File: src/rtl/assert_macros.svh
// Assertion macros shared by the IPv6 text parser modules.
// Included by the controller and the datapath; depends on nothing else.
`ifndef ASSERT_MACROS_SVH
`define ASSERT_MACROS_SVH
`ifndef NO_ASSERTIONS
// Same-cycle implication, disabled while reset is high.
`define ASSERT_IMPLY(lbl, clk, rst, ante, cons, msg) \
  lbl: assert property (@(posedge clk) disable iff (rst) (ante) |-> (cons)) \
    else $error(msg);
// Next-cycle implication, disabled while reset is high.
`define ASSERT_NEXT(lbl, clk, rst, ante, cons, msg) \
  lbl: assert property (@(posedge clk) disable iff (rst) (ante) |=> (cons)) \
    else $error(msg);
`else
`define ASSERT_IMPLY(lbl, clk, rst, ante, cons, msg)
`define ASSERT_NEXT(lbl, clk, rst, ante, cons, msg)
`endif
`endif

File: src/rtl/ipv6p_pkg.sv
// Package for the IPv6 text address parser: word types, controller types,
// character constants and the hex digit decoder. Depends on nothing.
`default_nettype none

package ipv6p_pkg;

  localparam int BYTE_COUNT = 16;
  localparam int POS_W      = 5;

  localparam logic [7:0] CHAR_0     = 8'h30;
  localparam logic [7:0] CHAR_9     = 8'h39;
  localparam logic [7:0] CHAR_LA    = 8'h61;
  localparam logic [7:0] CHAR_LF    = 8'h66;
  localparam logic [7:0] CHAR_UA    = 8'h41;
  localparam logic [7:0] CHAR_UF    = 8'h46;
  localparam logic [7:0] CHAR_COLON = 8'h3a;
  localparam logic [7:0] CHAR_DOT   = 8'h2e;

  localparam logic [11:0] OCTET_MAX = 12'd255;

  // One input word: a character, or the end marker.
  typedef struct packed {
    logic [7:0] ch;
    logic       end_req;
  } in_word_t;

  // One result word.
  typedef struct packed {
    logic        valid_res;
    logic [63:0] addr_high;
    logic [63:0] addr_low;
  } out_word_t;

  typedef enum logic [1:0] {
    ST_RUN,
    ST_SHIFT,
    ST_EMIT
  } ctrl_state_t;

  // Commands from the controller to the datapath.
  typedef struct packed {
    logic step_char;
    logic finish;
    logic shift;
    logic emit;
  } dp_cmd_t;

  // Status from the datapath to the controller.
  typedef struct packed {
    logic shift_pending;
    logic shift_last;
  } dp_status_t;

  // Returns {is_hex, value} for a character.
  function automatic logic [4:0] hex_decode(input logic [7:0] c);
    logic [4:0] r;
    r = '0;
    if (c >= CHAR_0 && c <= CHAR_9) begin
      r = {1'b1, 4'(c - CHAR_0)};
    end else if (c >= CHAR_LA && c <= CHAR_LF) begin
      r = {1'b1, 4'(c - CHAR_LA + 8'd10)};
    end else if (c >= CHAR_UA && c <= CHAR_UF) begin
      r = {1'b1, 4'(c - CHAR_UA + 8'd10)};
    end
    return r;
  endfunction

endpackage

`default_nettype wire

File: src/rtl/ipv6p_dp.sv
// Datapath of the IPv6 text parser: parse registers, address bytes, end
// checks, gap expansion and the result register. Uses ipv6p_pkg.
`default_nettype none
`include "assert_macros.svh"

module ipv6p_dp (
  input  wire logic                 clk,
  input  wire logic                 rst,
  input  wire logic [7:0]           ch,
  input  wire ipv6p_pkg::dp_cmd_t   cmd,
  output ipv6p_pkg::dp_status_t     status,
  output ipv6p_pkg::out_word_t      res_word
);

  logic [7:0]                    addr_bytes [ipv6p_pkg::BYTE_COUNT];
  logic [ipv6p_pkg::POS_W-1:0]   write_pos, write_pos_next;
  logic [ipv6p_pkg::POS_W-1:0]   gap_pos, gap_pos_next;
  logic                          gap_seen, gap_seen_next;
  logic [15:0]                   group_value, group_value_next;
  logic [2:0]                    group_digits, group_digits_next;
  logic [8:0]                    token_decimal, token_decimal_next;
  logic                          token_not_octet, token_not_octet_next;
  logic                          dotted_mode, dotted_mode_next;
  logic [2:0]                    octet_count, octet_count_next;
  logic [7:0]                    octet_value, octet_value_next;
  logic                          octet_has_digit, octet_has_digit_next;
  logic                          at_start, at_start_next;
  logic                          need_second_colon, need_second_colon_next;
  logic                          colon_after_group, colon_after_group_next;
  logic                          failed, failed_next;
  logic                          fin_ok, fin_ok_next;
  logic [ipv6p_pkg::POS_W-1:0]   shift_cnt, shift_cnt_next;

  // Two byte write ports shared by character steps and the end step.
  logic       wr_a_en, wr_b_en;
  logic [3:0] wr_a_idx, wr_b_idx;
  logic [7:0] wr_a_data, wr_b_data;

  logic                        go;
  logic [4:0]                  hex;
  logic                        is_dig;
  logic [3:0]                  dig;
  logic [11:0]                 oct_nw;
  logic [12:0]                 tok_nw;
  logic [2:0]                  oc_eff;
  logic [ipv6p_pkg::POS_W-1:0] fin_wp;
  logic                        fin_ok_c;

  assign hex    = ipv6p_pkg::hex_decode(ch);
  assign is_dig = (ch >= ipv6p_pkg::CHAR_0) && (ch <= ipv6p_pkg::CHAR_9);
  assign dig    = 4'(ch - ipv6p_pkg::CHAR_0);
  assign oct_nw = {4'b0, octet_value} * 12'd10 + {8'b0, dig};
  assign tok_nw = {4'b0, token_decimal} * 13'd10 + {9'b0, hex[3:0]};
  assign oc_eff = octet_has_digit ? octet_count : 3'(octet_count + 3'd1);

  // Per-character parse step and the end-of-text checks.
  always_comb begin
    write_pos_next         = write_pos;
    gap_pos_next           = gap_pos;
    gap_seen_next          = gap_seen;
    group_value_next       = group_value;
    group_digits_next      = group_digits;
    token_decimal_next     = token_decimal;
    token_not_octet_next   = token_not_octet;
    dotted_mode_next       = dotted_mode;
    octet_count_next       = octet_count;
    octet_value_next       = octet_value;
    octet_has_digit_next   = octet_has_digit;
    at_start_next          = at_start;
    need_second_colon_next = need_second_colon;
    colon_after_group_next = colon_after_group;
    failed_next            = failed;
    wr_a_en   = 1'b0;
    wr_a_idx  = write_pos[3:0];
    wr_a_data = group_value[15:8];
    wr_b_en   = 1'b0;
    wr_b_idx  = 4'(write_pos[3:0] + 4'd1);
    wr_b_data = group_value[7:0];
    go        = 1'b0;
    fin_wp    = write_pos;
    fin_ok_c  = 1'b0;

    if (cmd.step_char && !failed) begin
      go = 1'b1;
      // A leading colon must be followed by a second one.
      if (at_start) begin
        at_start_next = 1'b0;
        if (ch == ipv6p_pkg::CHAR_COLON) begin
          need_second_colon_next = 1'b1;
          go = 1'b0;
        end
      end
      if (go && need_second_colon) begin
        need_second_colon_next = 1'b0;
        if (ch != ipv6p_pkg::CHAR_COLON) begin
          failed_next = 1'b1;
          go = 1'b0;
        end
      end
      if (go && dotted_mode) begin
        // Decimal octets of the trailing IPv4 quad.
        if (is_dig) begin
          if (octet_has_digit && octet_value == 8'd0) begin
            failed_next = 1'b1;
          end else if (oct_nw > ipv6p_pkg::OCTET_MAX) begin
            failed_next = 1'b1;
          end else begin
            octet_value_next = oct_nw[7:0];
            if (!octet_has_digit && octet_count >= 3'd4) begin
              failed_next = 1'b1;
            end else begin
              octet_count_next     = oc_eff;
              octet_has_digit_next = 1'b1;
              wr_a_en   = 1'b1;
              wr_a_idx  = 4'(write_pos[3:0] + {1'b0, oc_eff} - 4'd1);
              wr_a_data = oct_nw[7:0];
            end
          end
        end else if (ch == ipv6p_pkg::CHAR_DOT && octet_has_digit) begin
          if (octet_count >= 3'd4) begin
            failed_next = 1'b1;
          end else begin
            octet_value_next     = 8'd0;
            octet_has_digit_next = 1'b0;
          end
        end else begin
          failed_next = 1'b1;
        end
      end else if (go) begin
        if (hex[4]) begin
          // Hex digit; also tracked as a possible first decimal octet.
          colon_after_group_next = 1'b0;
          if (group_digits >= 3'd4) begin
            failed_next = 1'b1;
          end else begin
            group_value_next = {group_value[11:0], hex[3:0]};
            if (hex[3:0] > 4'd9) begin
              token_not_octet_next = 1'b1;
            end else if (group_digits != 3'd0 && token_decimal == 9'd0) begin
              token_not_octet_next = 1'b1;
            end else if (!token_not_octet) begin
              if (tok_nw > 13'(ipv6p_pkg::OCTET_MAX)) begin
                token_not_octet_next = 1'b1;
              end else begin
                token_decimal_next = tok_nw[8:0];
              end
            end
            group_digits_next = 3'(group_digits + 3'd1);
          end
        end else if (ch == ipv6p_pkg::CHAR_COLON) begin
          if (group_digits == 3'd0) begin
            // Empty group: this is the gap.
            if (gap_seen) begin
              failed_next = 1'b1;
            end else begin
              gap_seen_next          = 1'b1;
              gap_pos_next           = write_pos;
              colon_after_group_next = 1'b0;
            end
          end else if (write_pos > 5'd14) begin
            failed_next = 1'b1;
          end else begin
            wr_a_en = 1'b1;
            wr_b_en = 1'b1;
            write_pos_next         = 5'(write_pos + 5'd2);
            group_value_next       = '0;
            group_digits_next      = '0;
            token_decimal_next     = '0;
            token_not_octet_next   = 1'b0;
            colon_after_group_next = 1'b1;
          end
        end else if (ch == ipv6p_pkg::CHAR_DOT) begin
          // The group just read is the first octet of a dotted quad.
          colon_after_group_next = 1'b0;
          if (write_pos > 5'd12 || group_digits == 3'd0 || token_not_octet) begin
            failed_next = 1'b1;
          end else begin
            wr_a_en   = 1'b1;
            wr_a_data = token_decimal[7:0];
            dotted_mode_next     = 1'b1;
            octet_count_next     = 3'd1;
            octet_value_next     = 8'd0;
            octet_has_digit_next = 1'b0;
            group_value_next     = '0;
            group_digits_next    = '0;
            token_decimal_next   = '0;
            token_not_octet_next = 1'b0;
          end
        end else begin
          failed_next = 1'b1;
        end
      end
    end

    // End of text: flush the last group and check the length.
    fin_ok_c = !failed && !need_second_colon;
    if (dotted_mode) begin
      if (octet_count != 3'd4) begin
        fin_ok_c = 1'b0;
      end
      fin_wp = 5'(write_pos + 5'd4);
    end else begin
      if (colon_after_group) begin
        fin_ok_c = 1'b0;
      end
      if (group_digits != 3'd0) begin
        if (write_pos > 5'd14) begin
          fin_ok_c = 1'b0;
        end else begin
          fin_wp = 5'(write_pos + 5'd2);
          if (cmd.finish) begin
            wr_a_en = 1'b1;
            wr_b_en = 1'b1;
          end
        end
      end
    end
    shift_cnt_next = shift_cnt;
    if (cmd.finish) begin
      shift_cnt_next = '0;
    end
    if (gap_seen) begin
      if (fin_wp >= 5'd16 || gap_pos > fin_wp) begin
        fin_ok_c = 1'b0;
      end else begin
        if (cmd.finish && fin_ok_c) begin
          shift_cnt_next = 5'(5'd16 - fin_wp);
        end
        fin_wp = 5'd16;
      end
    end
    if (fin_wp != 5'd16) begin
      fin_ok_c = 1'b0;
    end
    if (cmd.shift) begin
      shift_cnt_next = 5'(shift_cnt - 5'd1);
    end
  end

  assign fin_ok_next = cmd.finish ? fin_ok_c : fin_ok;

  // Control and parse registers; cleared on reset and after each result.
  always_ff @(posedge clk) begin
    if (rst || cmd.emit) begin
      write_pos         <= '0;
      gap_pos           <= '0;
      gap_seen          <= 1'b0;
      group_value       <= '0;
      group_digits      <= '0;
      token_decimal     <= '0;
      token_not_octet   <= 1'b0;
      dotted_mode       <= 1'b0;
      octet_count       <= '0;
      octet_value       <= '0;
      octet_has_digit   <= 1'b0;
      at_start          <= 1'b1;
      need_second_colon <= 1'b0;
      colon_after_group <= 1'b0;
      failed            <= 1'b0;
      fin_ok            <= 1'b0;
      shift_cnt         <= '0;
    end else begin
      write_pos         <= write_pos_next;
      gap_pos           <= gap_pos_next;
      gap_seen          <= gap_seen_next;
      group_value       <= group_value_next;
      group_digits      <= group_digits_next;
      token_decimal     <= token_decimal_next;
      token_not_octet   <= token_not_octet_next;
      dotted_mode       <= dotted_mode_next;
      octet_count       <= octet_count_next;
      octet_value       <= octet_value_next;
      octet_has_digit   <= octet_has_digit_next;
      at_start          <= at_start_next;
      need_second_colon <= need_second_colon_next;
      colon_after_group <= colon_after_group_next;
      failed            <= failed_next;
      fin_ok            <= fin_ok_next;
      shift_cnt         <= shift_cnt_next;
    end
  end

  // Address bytes: written per group or octet, or moved one place per
  // cycle during gap expansion, with a zero entering at the gap.
  always_ff @(posedge clk) begin
    for (int i = 0; i < ipv6p_pkg::BYTE_COUNT; i++) begin
      if (rst || cmd.emit) begin
        addr_bytes[i] <= 8'd0;
      end else if (cmd.shift) begin
        if (5'(i) == gap_pos) begin
          addr_bytes[i] <= 8'd0;
        end else if (5'(i) > gap_pos) begin
          addr_bytes[i] <= addr_bytes[(i + ipv6p_pkg::BYTE_COUNT - 1) % ipv6p_pkg::BYTE_COUNT];
        end
      end else if (wr_a_en && wr_a_idx == 4'(i)) begin
        addr_bytes[i] <= wr_a_data;
      end else if (wr_b_en && wr_b_idx == 4'(i)) begin
        addr_bytes[i] <= wr_b_data;
      end
    end
  end

  // Result register, loaded when the controller emits.
  always_ff @(posedge clk) begin
    if (cmd.emit) begin
      res_word.valid_res <= fin_ok;
      for (int i = 0; i < 8; i++) begin
        res_word.addr_high[63 - 8 * i -: 8] <= fin_ok ? addr_bytes[i] : 8'd0;
        res_word.addr_low[63 - 8 * i -: 8]  <= fin_ok ? addr_bytes[i + 8] : 8'd0;
      end
    end
  end

  assign status.shift_pending = (shift_cnt != 5'd0);
  assign status.shift_last    = (shift_cnt == 5'd1);

  `ASSERT_IMPLY(a_shift_only_ok, clk, rst, shift_cnt != 5'd0, fin_ok, "gap expansion on failed text")
  `ASSERT_IMPLY(a_shift_pending, clk, rst, cmd.shift, shift_cnt != 5'd0, "shift with nothing pending")
  `ASSERT_NEXT(a_emit_clears, clk, rst, cmd.emit, at_start && !failed && (write_pos == 5'd0), "parser not cleared after result")

endmodule

`default_nettype wire

File: src/rtl/ipv6p_ctrl.sv
// Controller of the IPv6 text parser: input handshake, end sequencing
// and the result valid flag. Uses ipv6p_pkg and assert_macros.svh.
`default_nettype none
`include "assert_macros.svh"

module ipv6p_ctrl (
  input  wire logic                   clk,
  input  wire logic                   rst,
  input  wire logic                   char_valid,
  input  wire logic                   end_req,
  output logic                        char_ready,
  output logic                        res_valid,
  input  wire logic                   res_ready,
  input  wire ipv6p_pkg::dp_status_t  status,
  output ipv6p_pkg::dp_cmd_t          cmd
);

  ipv6p_pkg::ctrl_state_t state, state_next;
  logic accept;

  // Next state.
  always_comb begin
    state_next = state;
    unique case (state)
      ipv6p_pkg::ST_RUN: begin
        if (accept && end_req) begin
          state_next = ipv6p_pkg::ST_SHIFT;
        end
      end
      ipv6p_pkg::ST_SHIFT: begin
        if (!status.shift_pending || status.shift_last) begin
          state_next = ipv6p_pkg::ST_EMIT;
        end
      end
      ipv6p_pkg::ST_EMIT: begin
        state_next = ipv6p_pkg::ST_RUN;
      end
      default: begin
        state_next = ipv6p_pkg::ST_RUN;
      end
    endcase
  end

  // Outputs. An end word waits while an earlier result is still held.
  always_comb begin
    char_ready    = 1'b0;
    cmd.step_char = 1'b0;
    cmd.finish    = 1'b0;
    cmd.shift     = 1'b0;
    cmd.emit      = 1'b0;
    unique case (state)
      ipv6p_pkg::ST_RUN: begin
        char_ready    = !end_req || !res_valid || res_ready;
        cmd.step_char = char_valid && char_ready && !end_req;
        cmd.finish    = char_valid && char_ready && end_req;
      end
      ipv6p_pkg::ST_SHIFT: begin
        cmd.shift = status.shift_pending;
      end
      ipv6p_pkg::ST_EMIT: begin
        cmd.emit = 1'b1;
      end
      default: begin
        char_ready = 1'b0;
      end
    endcase
  end

  assign accept = char_valid && char_ready;

  // State and result valid flag.
  always_ff @(posedge clk) begin
    if (rst) begin
      state     <= ipv6p_pkg::ST_RUN;
      res_valid <= 1'b0;
    end else begin
      state <= state_next;
      if (cmd.emit) begin
        res_valid <= 1'b1;
      end else if (res_ready) begin
        res_valid <= 1'b0;
      end
    end
  end

  `ASSERT_IMPLY(a_emit_slot_free, clk, rst, state == ipv6p_pkg::ST_EMIT, !res_valid, "result overwritten")
  `ASSERT_NEXT(a_end_to_shift, clk, rst, accept && end_req, state == ipv6p_pkg::ST_SHIFT, "end word not sequenced")
  `ASSERT_IMPLY(a_ready_in_run, clk, rst, char_ready, state == ipv6p_pkg::ST_RUN, "ready outside run state")

endmodule

`default_nettype wire

File: src/rtl/ipv6_text_address_parser_core.sv
// Top level of the IPv6 text address parser: controller plus datapath.
// Uses ipv6p_pkg, ipv6p_ctrl and ipv6p_dp.
//
//   channel | signals                          | word type
//   --------+----------------------------------+----------------------
//   char    | char_valid, char_ready, char_word | ipv6p_pkg::in_word_t
//   res     | res_valid, res_ready, res_word    | ipv6p_pkg::out_word_t
//
// Characters stream at one per cycle while the controller is in its run state.
// An end word holds the input while the controller passes through its shift
// state, where a gap is filled by single-byte shifts of the address register,
// and then its emit state.
// Reset is synchronous and needs no clearing pass; the block is ready at once.
// A character is accepted while a result waits; an end word waits until the
// result register is free.
`default_nettype none

module ipv6_text_address_parser_core (
  input  wire logic                  clk,
  input  wire logic                  rst,
  input  wire logic                  char_valid,
  output logic                       char_ready,
  input  wire ipv6p_pkg::in_word_t   char_word,
  output logic                       res_valid,
  input  wire logic                  res_ready,
  output ipv6p_pkg::out_word_t       res_word
);

  ipv6p_pkg::dp_cmd_t    cmd;
  ipv6p_pkg::dp_status_t status;

  // Sequencing of characters, end checks and result hand-off.
  ipv6p_ctrl u_ctrl (
    .clk        (clk),
    .rst        (rst),
    .char_valid (char_valid),
    .end_req    (char_word.end_req),
    .char_ready (char_ready),
    .res_valid  (res_valid),
    .res_ready  (res_ready),
    .status     (status),
    .cmd        (cmd)
  );

  // Parse state, address bytes and result register.
  ipv6p_dp u_dp (
    .clk      (clk),
    .rst      (rst),
    .ch       (char_word.ch),
    .cmd      (cmd),
    .status   (status),
    .res_word (res_word)
  );

endmodule

`default_nettype wire

File: config.mk
export PLATFORM = sky130hd
export DESIGN_NAME = ipv6_text_address_parser_core
export DESIGN_NICKNAME = d
export VERILOG_FILES = /design/src/rtl/ipv6p_pkg.sv /design/src/rtl/ipv6p_dp.sv /design/src/rtl/ipv6p_ctrl.sv /design/src/rtl/ipv6_text_address_parser_core.sv
export VERILOG_INCLUDE_DIRS = /design/src /design/src/rtl
export SDC_FILE = /design/constraint.sdc
export NUM_CORES = 1
export LEC_CHECK = 0
export BUFFER_PORTS_ARGS = -buffer_cell sky130_fd_sc_hd__clkbuf_2
export CAP_MARGIN = 20
export CORE_MARGIN = 10
export CORE_UTILIZATION = 45
export DETAILED_ROUTE_END_ITERATION = 6
export MAX_ROUTING_LAYER = met4
export PLACE_DENSITY = 0.73
export SETUP_SLACK_MARGIN = 0.4
export SYNTH_ARGS = -nofsm -noshare
export SYNTH_HDL_FRONTEND = slang
export SYNTH_SLANG_ARGS = --single-unit
File: constraint.sdc
create_clock -name clk -period 6.45 [get_ports clk]
set_clock_uncertainty 0.2 [all_clocks]
set_input_delay 0.9675 -clock clk [delete_from_list [all_inputs] [get_ports clk]]
set_output_delay 0.9675 -clock clk [all_outputs]
set_load 0.02 [all_outputs]
==> impl_results.md, run 1 <==
- PortBufs: 143
- YS warnings: 0
- Ys async rst share: 0%
- Final setup vio count: 0
- Largest net degree at the start of global routing: 110
- CP Cell Sequence: ha_1 -> ha_1 -> inv_1 -> fa_1 -> nand2b_1 -> a21oi_1 -> xor2_1 -> nand4_1 -> a2111oi_4 -> buf_4 -> mux2i_1 -> mux2i_1 -> nand2b_1 -> nand4b_1
- Type of the tightest min-delay check: reg2reg
- Post-CTS Setup Repair Bufs: 0
- Critical path data arrival time: 4770 ps
- Area after DPL: 16,480 µm²
- Share of layout cells above drive strength 1: 15.65%
- Post-route ant nets: 0
- Yosys cell types: 67
- Antenna violations before repair: 0
- Layout Nets: 1,577
- Mapped Nets: 1,447
- Root Buffer: clkbuf_16
- Final period util: 75.10%
- Crit path max-delay family: simple AND/OR/NAND/NOR gates
- Worst path required time: 6380 ps
- Grt total ovfl: 0
- Worst-Margin Slew: 1043 ps
- Setup TNS: 0 ps
- Dpl hpwl: 28,430 µm
- Top cells by area, synth: edfxtp_1 (50%), dfxtp_1 (8.4%), and2_1 (5.6%)
- CTS hold repair buffers: 0
- WHS Path Cells: 2
- Drt drc: 0
- Cell Pwr Density: 252.8 nW/µm²
- First-pass GRT wire length: 62,840 µm
- MaxCap Viol Count: 0
- Slew Limit Fails: 0
- Global Route Usage Sum: 19.31%
- Post-synth top cells: edfxtp_1 (257), and2_1 (136), o21ai_0 (123)
- Area fraction of the dominant cell type after synthesis: 50.35%
- Hold Slack: 274.9 ps
- Total stage count of the critical path: 14
- Pleak: 6.808 nW
- Max Freq: 206.4 MHz
- First-pass iteration count of the detailed router: 7
- Synth Instances: 1,372
- DIE HEIGHT: 204.6 µm
- Sequential area share after synthesis: 58.71%
- Slew HR: 30.00%
- Crit path buffers/inverters: 2
- Die area: 41,840 µm²
- Most frequent cell after synthesis: edfxtp_1
- WL/cell: 20.53 µm
- Mean area per synthesized cell: 11.17 µm²
- Num CTS Buffers: 35
- Synth-to-Final Area Change: 15.50%
- Num rows: 67
- Crit start category: register
- Worst VDD drop: 0.1707 mV
- Fin. Hold Viols: 0
- Vias/cell: 5.776
- Flops & latches, synth: 321
- DIE WIDTH: 204.6 µm
- Post-Syn Area: 15,330 µm²
- Total wire length: 40,540 µm
- Post-synth top area cell: edfxtp_1
- CP peak stage delay: 440 ps
- Final min period: 4844 ps
- Critical Path Fanout Max: 13
- Antenna Diode Count: 0
- Core area: 33,530 µm²
- Vias: 11,410
- Iteration-0 DRC count of the detailed router: 1,218
- RD Place Congestion: 0.9206
- CP Capture Type: register
- Critical path class: reg2reg
- Initial cell density of the core: 45.71%
- H-tree depth: 2
- Vias in the first global route: 11,140
- Worst r2r path cells: 14
- EDFF count, synth: 257
- Top FF cell, synth: edfxtp_1
- RSZ-0062 raised after global routing: false
- CTS Sinks: 321
- CTS clk-pin slew, worst paths: 60 ps
- Worst-case clock buffer depth: 3
- Status: complete, no violations
- Design area: 17,700 µm²
- Io pins: 144
- Resized cells post-CTS: 0
- CP max-delay cell: a2111oi_4
- Worst skew pair latency: 520 ps
- CTS tree: done
-- power by group --
part | leakage (nW) | switching [mW] | internal (mW)
clock network | 0.588 | 0.811 | 1.27
registers | 3.27 | 0.0292 | 2.26
logic | 2.95 | 0.0753 | 0.0223
-- flip-flops by register name, indices dropped and copies added (netlist names) --
name and cells:
u_dp.res_word 129, u_dp.addr_bytes 128, u_dp.group_value 16, u_dp.token_decimal 9, u_dp.octet_value 8, u_dp.shift_cnt 5
u_dp.gap_pos 4, u_dp.write_pos 4, u_dp.group_digits 3, u_dp.octet_count 3, u_ctrl.state 2, u_ctrl.res_valid 1
u_dp.at_start 1, u_dp.colon_after_group 1, u_dp.dotted_mode 1, u_dp.failed 1, u_dp.fin_ok 1, u_dp.gap_seen 1
u_dp.need_second_colon 1, u_dp.octet_has_digit 1, u_dp.token_not_octet 1
-- routing by layer --
layer / up-vias / track usage [%] / wire, µm
li1: 5280 / - / -
met1: 5465 / 24.24 / 16620
met2: 575 / 31.15 / 19370
met3: 87 / 3.633 / 3471
met4: 0 / 5.924 / 1085
met5: - / - / 0
-- worst reg2reg max path: stages (launching register included) --
cell	delay [ps]
dfxtp_1	370
ha_1	310
ha_1	160
inv_1	50
fa_1	390
nand2b_1	190
a21oi_1	160
xor2_1	250
nand4_1	330
a2111oi_4	440
buf_4	290
mux2i_1	370
mux2i_1	230
nand2b_1	300
nand4b_1	420
-- cell type report --
class,instances,area [µm²]
multi-input cells,945,5936
clock buffers,40,925.9
well taps,448,560.5
fillers,2939,15830
inverters,36,137.6
flip-flops and latches,321,9000
repair buffers,163,873.3
clock inverters,22,270.3
-- worst paths after layout --
| path | to | start | slack (ps) |
|---|---|---|---|
| max reg2reg | u_dp.addr_bytes[0][57]$_DFFE_PP_ | u_dp.octet_value[1]$_SDFFE_PN0P_ | 1610 |
| min reg2reg | u_dp.group_digits[1]$_SDFFE_PN0P_ | u_dp.group_digits[1]$_SDFFE_PN0P_ | 270 |
| max | u_dp.addr_bytes[0][57]$_DFFE_PP_ | u_dp.octet_value[1]$_SDFFE_PN0P_ | 1610 |
| min | u_dp.group_digits[1]$_SDFFE_PN0P_ | u_dp.group_digits[1]$_SDFFE_PN0P_ | 270 |
-- metrics by stage --
step	instances	power, mW	setup slack (ps)	util, %
floorplan	1372	2.384	1628	-
global placement	1909	2.429	1522	49.12
detailed placement	1911	2.432	1388	49.16
CTS	1973	4.491	1634	52.73
global route	1975	4.586	1333	52.79
finish	1975	4.475	1606	52.79
-- placed cells by master, fill, tap and decap left out, types with 8 or more instances in the layout --
master	netlist	routed
a21o_1	10	10
a21oi_1	60	58
a22o_1	8	8
a22oi_1	62	62
and2_1	136	136
and3_1	13	13
buf_4	0	19
clkbuf_16	0	36
clkbuf_2	0	143
dfxtp_1	64	63
edfxtp_1	257	257
ha_1	57	57
inv_1	35	34
mux2i_1	13	13
nand2_1	113	113
nand2b_1	21	20
nand3_1	23	23
nand3b_1	10	10
nand4_1	10	10
nor2_1	108	108
nor2b_1	8	8
nor3_1	20	20
nor4_1	11	10
o21a_1	10	10
o21ai_0	123	122
o21ai_1	19	20
o22ai_1	13	13
xnor2_1	15	15
xor2_1	8	8
-- cells by family (layout without fill, tap and decap cells) --
family	after synthesis	count (layout)	synth area share (%)
muxes	16	16	1.143
AOI/OAI and AO/OA	343	343	13.91
xor gates and xnor gates	23	23	1.314
and+or+nand+nor	501	501	16.95
adders and majority gates	62	62	5.306
DFF	321	321	58.71
buffers and inverters	106	261	2.669
Power figures use the tool's default switching activity.
==> inputs of run 2 (changes only) <==
==> constraint.sdc (replaced) <==
create_clock -name clk -period 4.95 [get_ports clk]
set_clock_uncertainty 0.2 [all_clocks]
set_input_delay 0.7425 -clock clk [delete_from_list [all_inputs] [get_ports clk]]
set_output_delay 0.7425 -clock clk [all_outputs]
set_load 0.02 [all_outputs]
==> run 2 against run 1 <==
Non-clock buffer count grew 22. Highest routed layer unchanged. Setup slack lost 980 ps. Clock power grew 17%. Critical path type unchanged.
==> impl_results.md, run 2 (synthesized netlist as in run 1, its figures left out) <==
- Critical Path Fanout Max: 10 (-3)
- Dpl hpwl: 28,040 µm (-1.4%)
- Final period util: 87.38% (+12 points)
- Total stage count of the critical path: 16 (+2)
- Crit path max-delay family: simple AND/OR/NAND/NOR gates
- CP max-delay cell: fa_1
- Total power: 5.544 mW (+24%)
- Antenna violations before repair: 0 (unchanged)
- Largest net degree at the start of global routing: 131 (+19%)
- Worst skew pair latency: 510 ps (about the same)
- RD Place Congestion: 0.9231 (+0.27%)
- Cell Pwr Density: 312.5 nW/µm² (+24%)
- Max Freq: 231.2 MHz (+12%)
- CTS tree: done
- Psw: 1.148 mW (+25%)
- Multi-input logic area: 5953 µm² (+0.30%)
- Initial cell density of the core: 45.71% (unchanged)
- Commonest cells after routing, fill and taps aside: edfxtp_1 (257), clkbuf_2 (143), and2_1 (136), o21ai_0 (123), nand2_1 (110)
- Clock power frac: 43.8% (-2.8 points)
- WHS Path Cells: 2 (unchanged)
- First-pass GRT wire length: 61,130 µm (-2.7%)
- Worst VDD drop: 0.2347 mV (+38%)
- CP peak stage delay: 390 ps (-50 ps)
- Worst-Margin Slew: 991.6 ps (-51.32 ps)
- Design area: 17,740 µm² (+0.23%)
- Worst r2r path cells: 16 (+2)
- CP Capture Type: register
- DIE HEIGHT: 204.6 µm (unchanged)
- Worst-case clock buffer depth: 3 (unchanged)
- Pre-CTS setup slack: 234.6 ps (-1153 ps)
- H-tree depth: 2 (unchanged)
- Reg with most FFs: u_dp.res_word
- Combinational share of power: 2.4% (+0.2 points)
- CP endpoint: u_dp.addr_bytes[0][6]$_DFFE_PP_
- Grt total ovfl: 0 (unchanged)
- Slew Limit Fails: 0 (unchanged)
- Reg-to-reg startpoint: u_dp.octet_value[1]$_SDFFE_PN0P_
- CTS clk-pin slew, worst paths: 60 ps (about the same)
- CTS Sinks: 321 (unchanged)
- Critical path data arrival time: 4320 ps (-450 ps)
- Drt drc: 0 (unchanged)
- Crit path buffers/inverters: 4 (+2)
- Root Buffer: clkbuf_16
- Type of the tightest min-delay check: in2reg
- Final min period: 4326 ps (-518.4 ps)
- Status: complete, no violations
- Sequential power share: 53.9% (+2.7 points)
- Setup TNS: 0 ps (unchanged)
- Critical Path Most Common Cell: buf_4
- Io pins: 144 (unchanged)
- Area after DPL: 16,580 µm² (+0.60%)
- P_int: 4.397 mW (+24%)
- Num rows: 67 (unchanged)
- Sw frac: 20.70% (+0.24 points)
- Pleak: 6.841 nW (+0.47%)
- Reg-to-reg setup timing slack: 620 ps (-980 ps)
- MaxCap Viol Count: 0 (unchanged)
- Core area: 33,530 µm² (unchanged)
- Die area: 41,840 µm² (unchanged)
- # fillers: 2,881 (-2.0%)
- Vias: 11,220 (-1.7%)
- Share of layout cells above drive strength 1: 16.87% (+1.2 points)
- Vias in the first global route: 10,850 (-2.6%)
- PortBufs: 143 (unchanged)
- First-pass iteration count of the detailed router: 6 (-1)
- WL/cell: 19.69 µm (-4.1%)
- Final WS setup: 624.5 ps (-981.6 ps)
- Crit start category: register
- Post-route ant nets: 0 (unchanged)
- Slew HR: 33.65% (+3.6 points)
- Antenna Diode Count: 0 (unchanged)
- RSZ-0062 raised after global routing: true
- DIE WIDTH: 204.6 µm (unchanged)
- CP Cell Sequence: ha_1 -> ha_1 -> inv_1 -> fa_1 -> xnor2_1 -> nand3b_1 -> nor2_1 -> nand4_1 -> buf_4 -> a2111oi_4 -> buf_4 -> buf_4 -> a31oi_1 -> nor2_1 -> nand2_1 -> nand2_2
- Critical path class: reg2reg
- Vias/cell: 5.622 (-2.7%)
- Iteration-0 DRC count of the detailed router: 1,248 (+2.5%)
- Num CTS Buffers: 34 (-2.9%)
- Top Registers: u_dp.res_word x129, u_dp.addr_bytes x128, u_dp.group_value x16
- Layout Nets: 1,598 (+1.3%)
- Max FFs per register: 129 (unchanged)
- Global Route Usage Sum: 18.78% (-0.53 points)
- Worst setup path startpoint: u_dp.octet_value[1]$_SDFFE_PN0P_
- Final setup vio count: 0 (unchanged)
- Worst path required time: 4940 ps (-1440 ps)
- Reg area: 9000 µm² (unchanged)
- Total wire length: 39,280 µm (-3.1%)
- Fin. Hold Viols: 0 (unchanged)
- RR Endpoint: u_dp.addr_bytes[0][6]$_DFFE_PP_
- Most common cell after layout, fill and taps aside: edfxtp_1
- Synth-to-Final Area Change: 15.76%
run 2: cell count changes in the layout (fill, tap and decap cells not counted), moves of 2 or more:
cell / before / now
buf_4: 19 / 42
bufinv_16: 6 / 1
clkbuf_1: 3 / 7
nand2_1: 113 / 110
nand2_2: 0 / 3
a21oi_1: 58 / 60
a21oi_2: 3 / 1
clkinv_1: 7 / 5
run 2: power by group through the flow:
stage | combinational (mW) | sequential [mW] | clock [mW]
floorplan | 0.0782 | 3.03 | 0
global placement | 0.123 | 3.04 | 0
detailed placement | 0.126 | 3.04 | 0
CTS | 0.127 | 2.99 | 2.46
global route | 0.144 | 2.99 | 2.57
finish | 0.131 | 2.99 | 2.43
run 2: cell type report:
| cell class | instances | share of cell area (%) |
|---|---|---|
| clock buffers | 45 | 5.380 |
| clock inverters | 15 | 0.5923 |
| inverters | 36 | 0.7827 |
| multi-input cells | 945 | 33.55 |
| flip-flops and latches | 321 | 50.72 |
| well taps | 448 | 3.159 |
| repair buffers | 185 | 5.811 |
run 2: worst min-delay path by stage:
stage,from,to,slack (ps)
2_1_floorplan,u_dp.at_start$_SDFFE_PN1P_,u_dp.at_start$_SDFFE_PN1P_,240
3_3_place_gp,u_dp.group_digits[1]$_SDFFE_PN0P_,u_dp.group_digits[1]$_SDFFE_PN0P_,260
3_5_place_dp,u_dp.group_digits[1]$_SDFFE_PN0P_,u_dp.group_digits[1]$_SDFFE_PN0P_,270
4_1_cts,rst,u_ctrl.state[0]$_SDFFE_PP0P_,270
5_1_grt,rst,u_ctrl.res_valid$_SDFFE_PP0P_,280
6_report,rst,u_ctrl.state[0]$_SDFFE_PP0P_,270
run 2: layer usage:
layer	vias up	part of all wire [%]	global-route usage [%]
li1	5316	-	-
met1	5331	42	24.16
met2	484	47	29.76
met3	84	8.6	3.522
met4	0	2.7	5.475
met5	-	0	-
run 2: what timing repair did:
item | 4_1_cts | 5_1_grt
pin swaps | 0 | 4
setup buffers | 0 | 8
setup endpoints to repair | 16 | 185
hold buffers | 0 | 0
gates cloned | 0 | 0
resized for setup | 2 | 4
run 2: stage by stage:
| step | util [%] | hold slack [ps] | cells |
|---|---|---|---|
| 2_1_floorplan | - | 244.4 | 1372 |
| 3_3_place_gp | 49.46 | 256.8 | 1925 |
| 3_5_place_dp | 49.46 | 269.2 | 1925 |
| 4_1_cts | 52.63 | 265.6 | 1985 |
| 5_1_grt | 52.91 | 283.4 | 1995 |
| 6_report | 52.91 | 266.5 | 1995 |
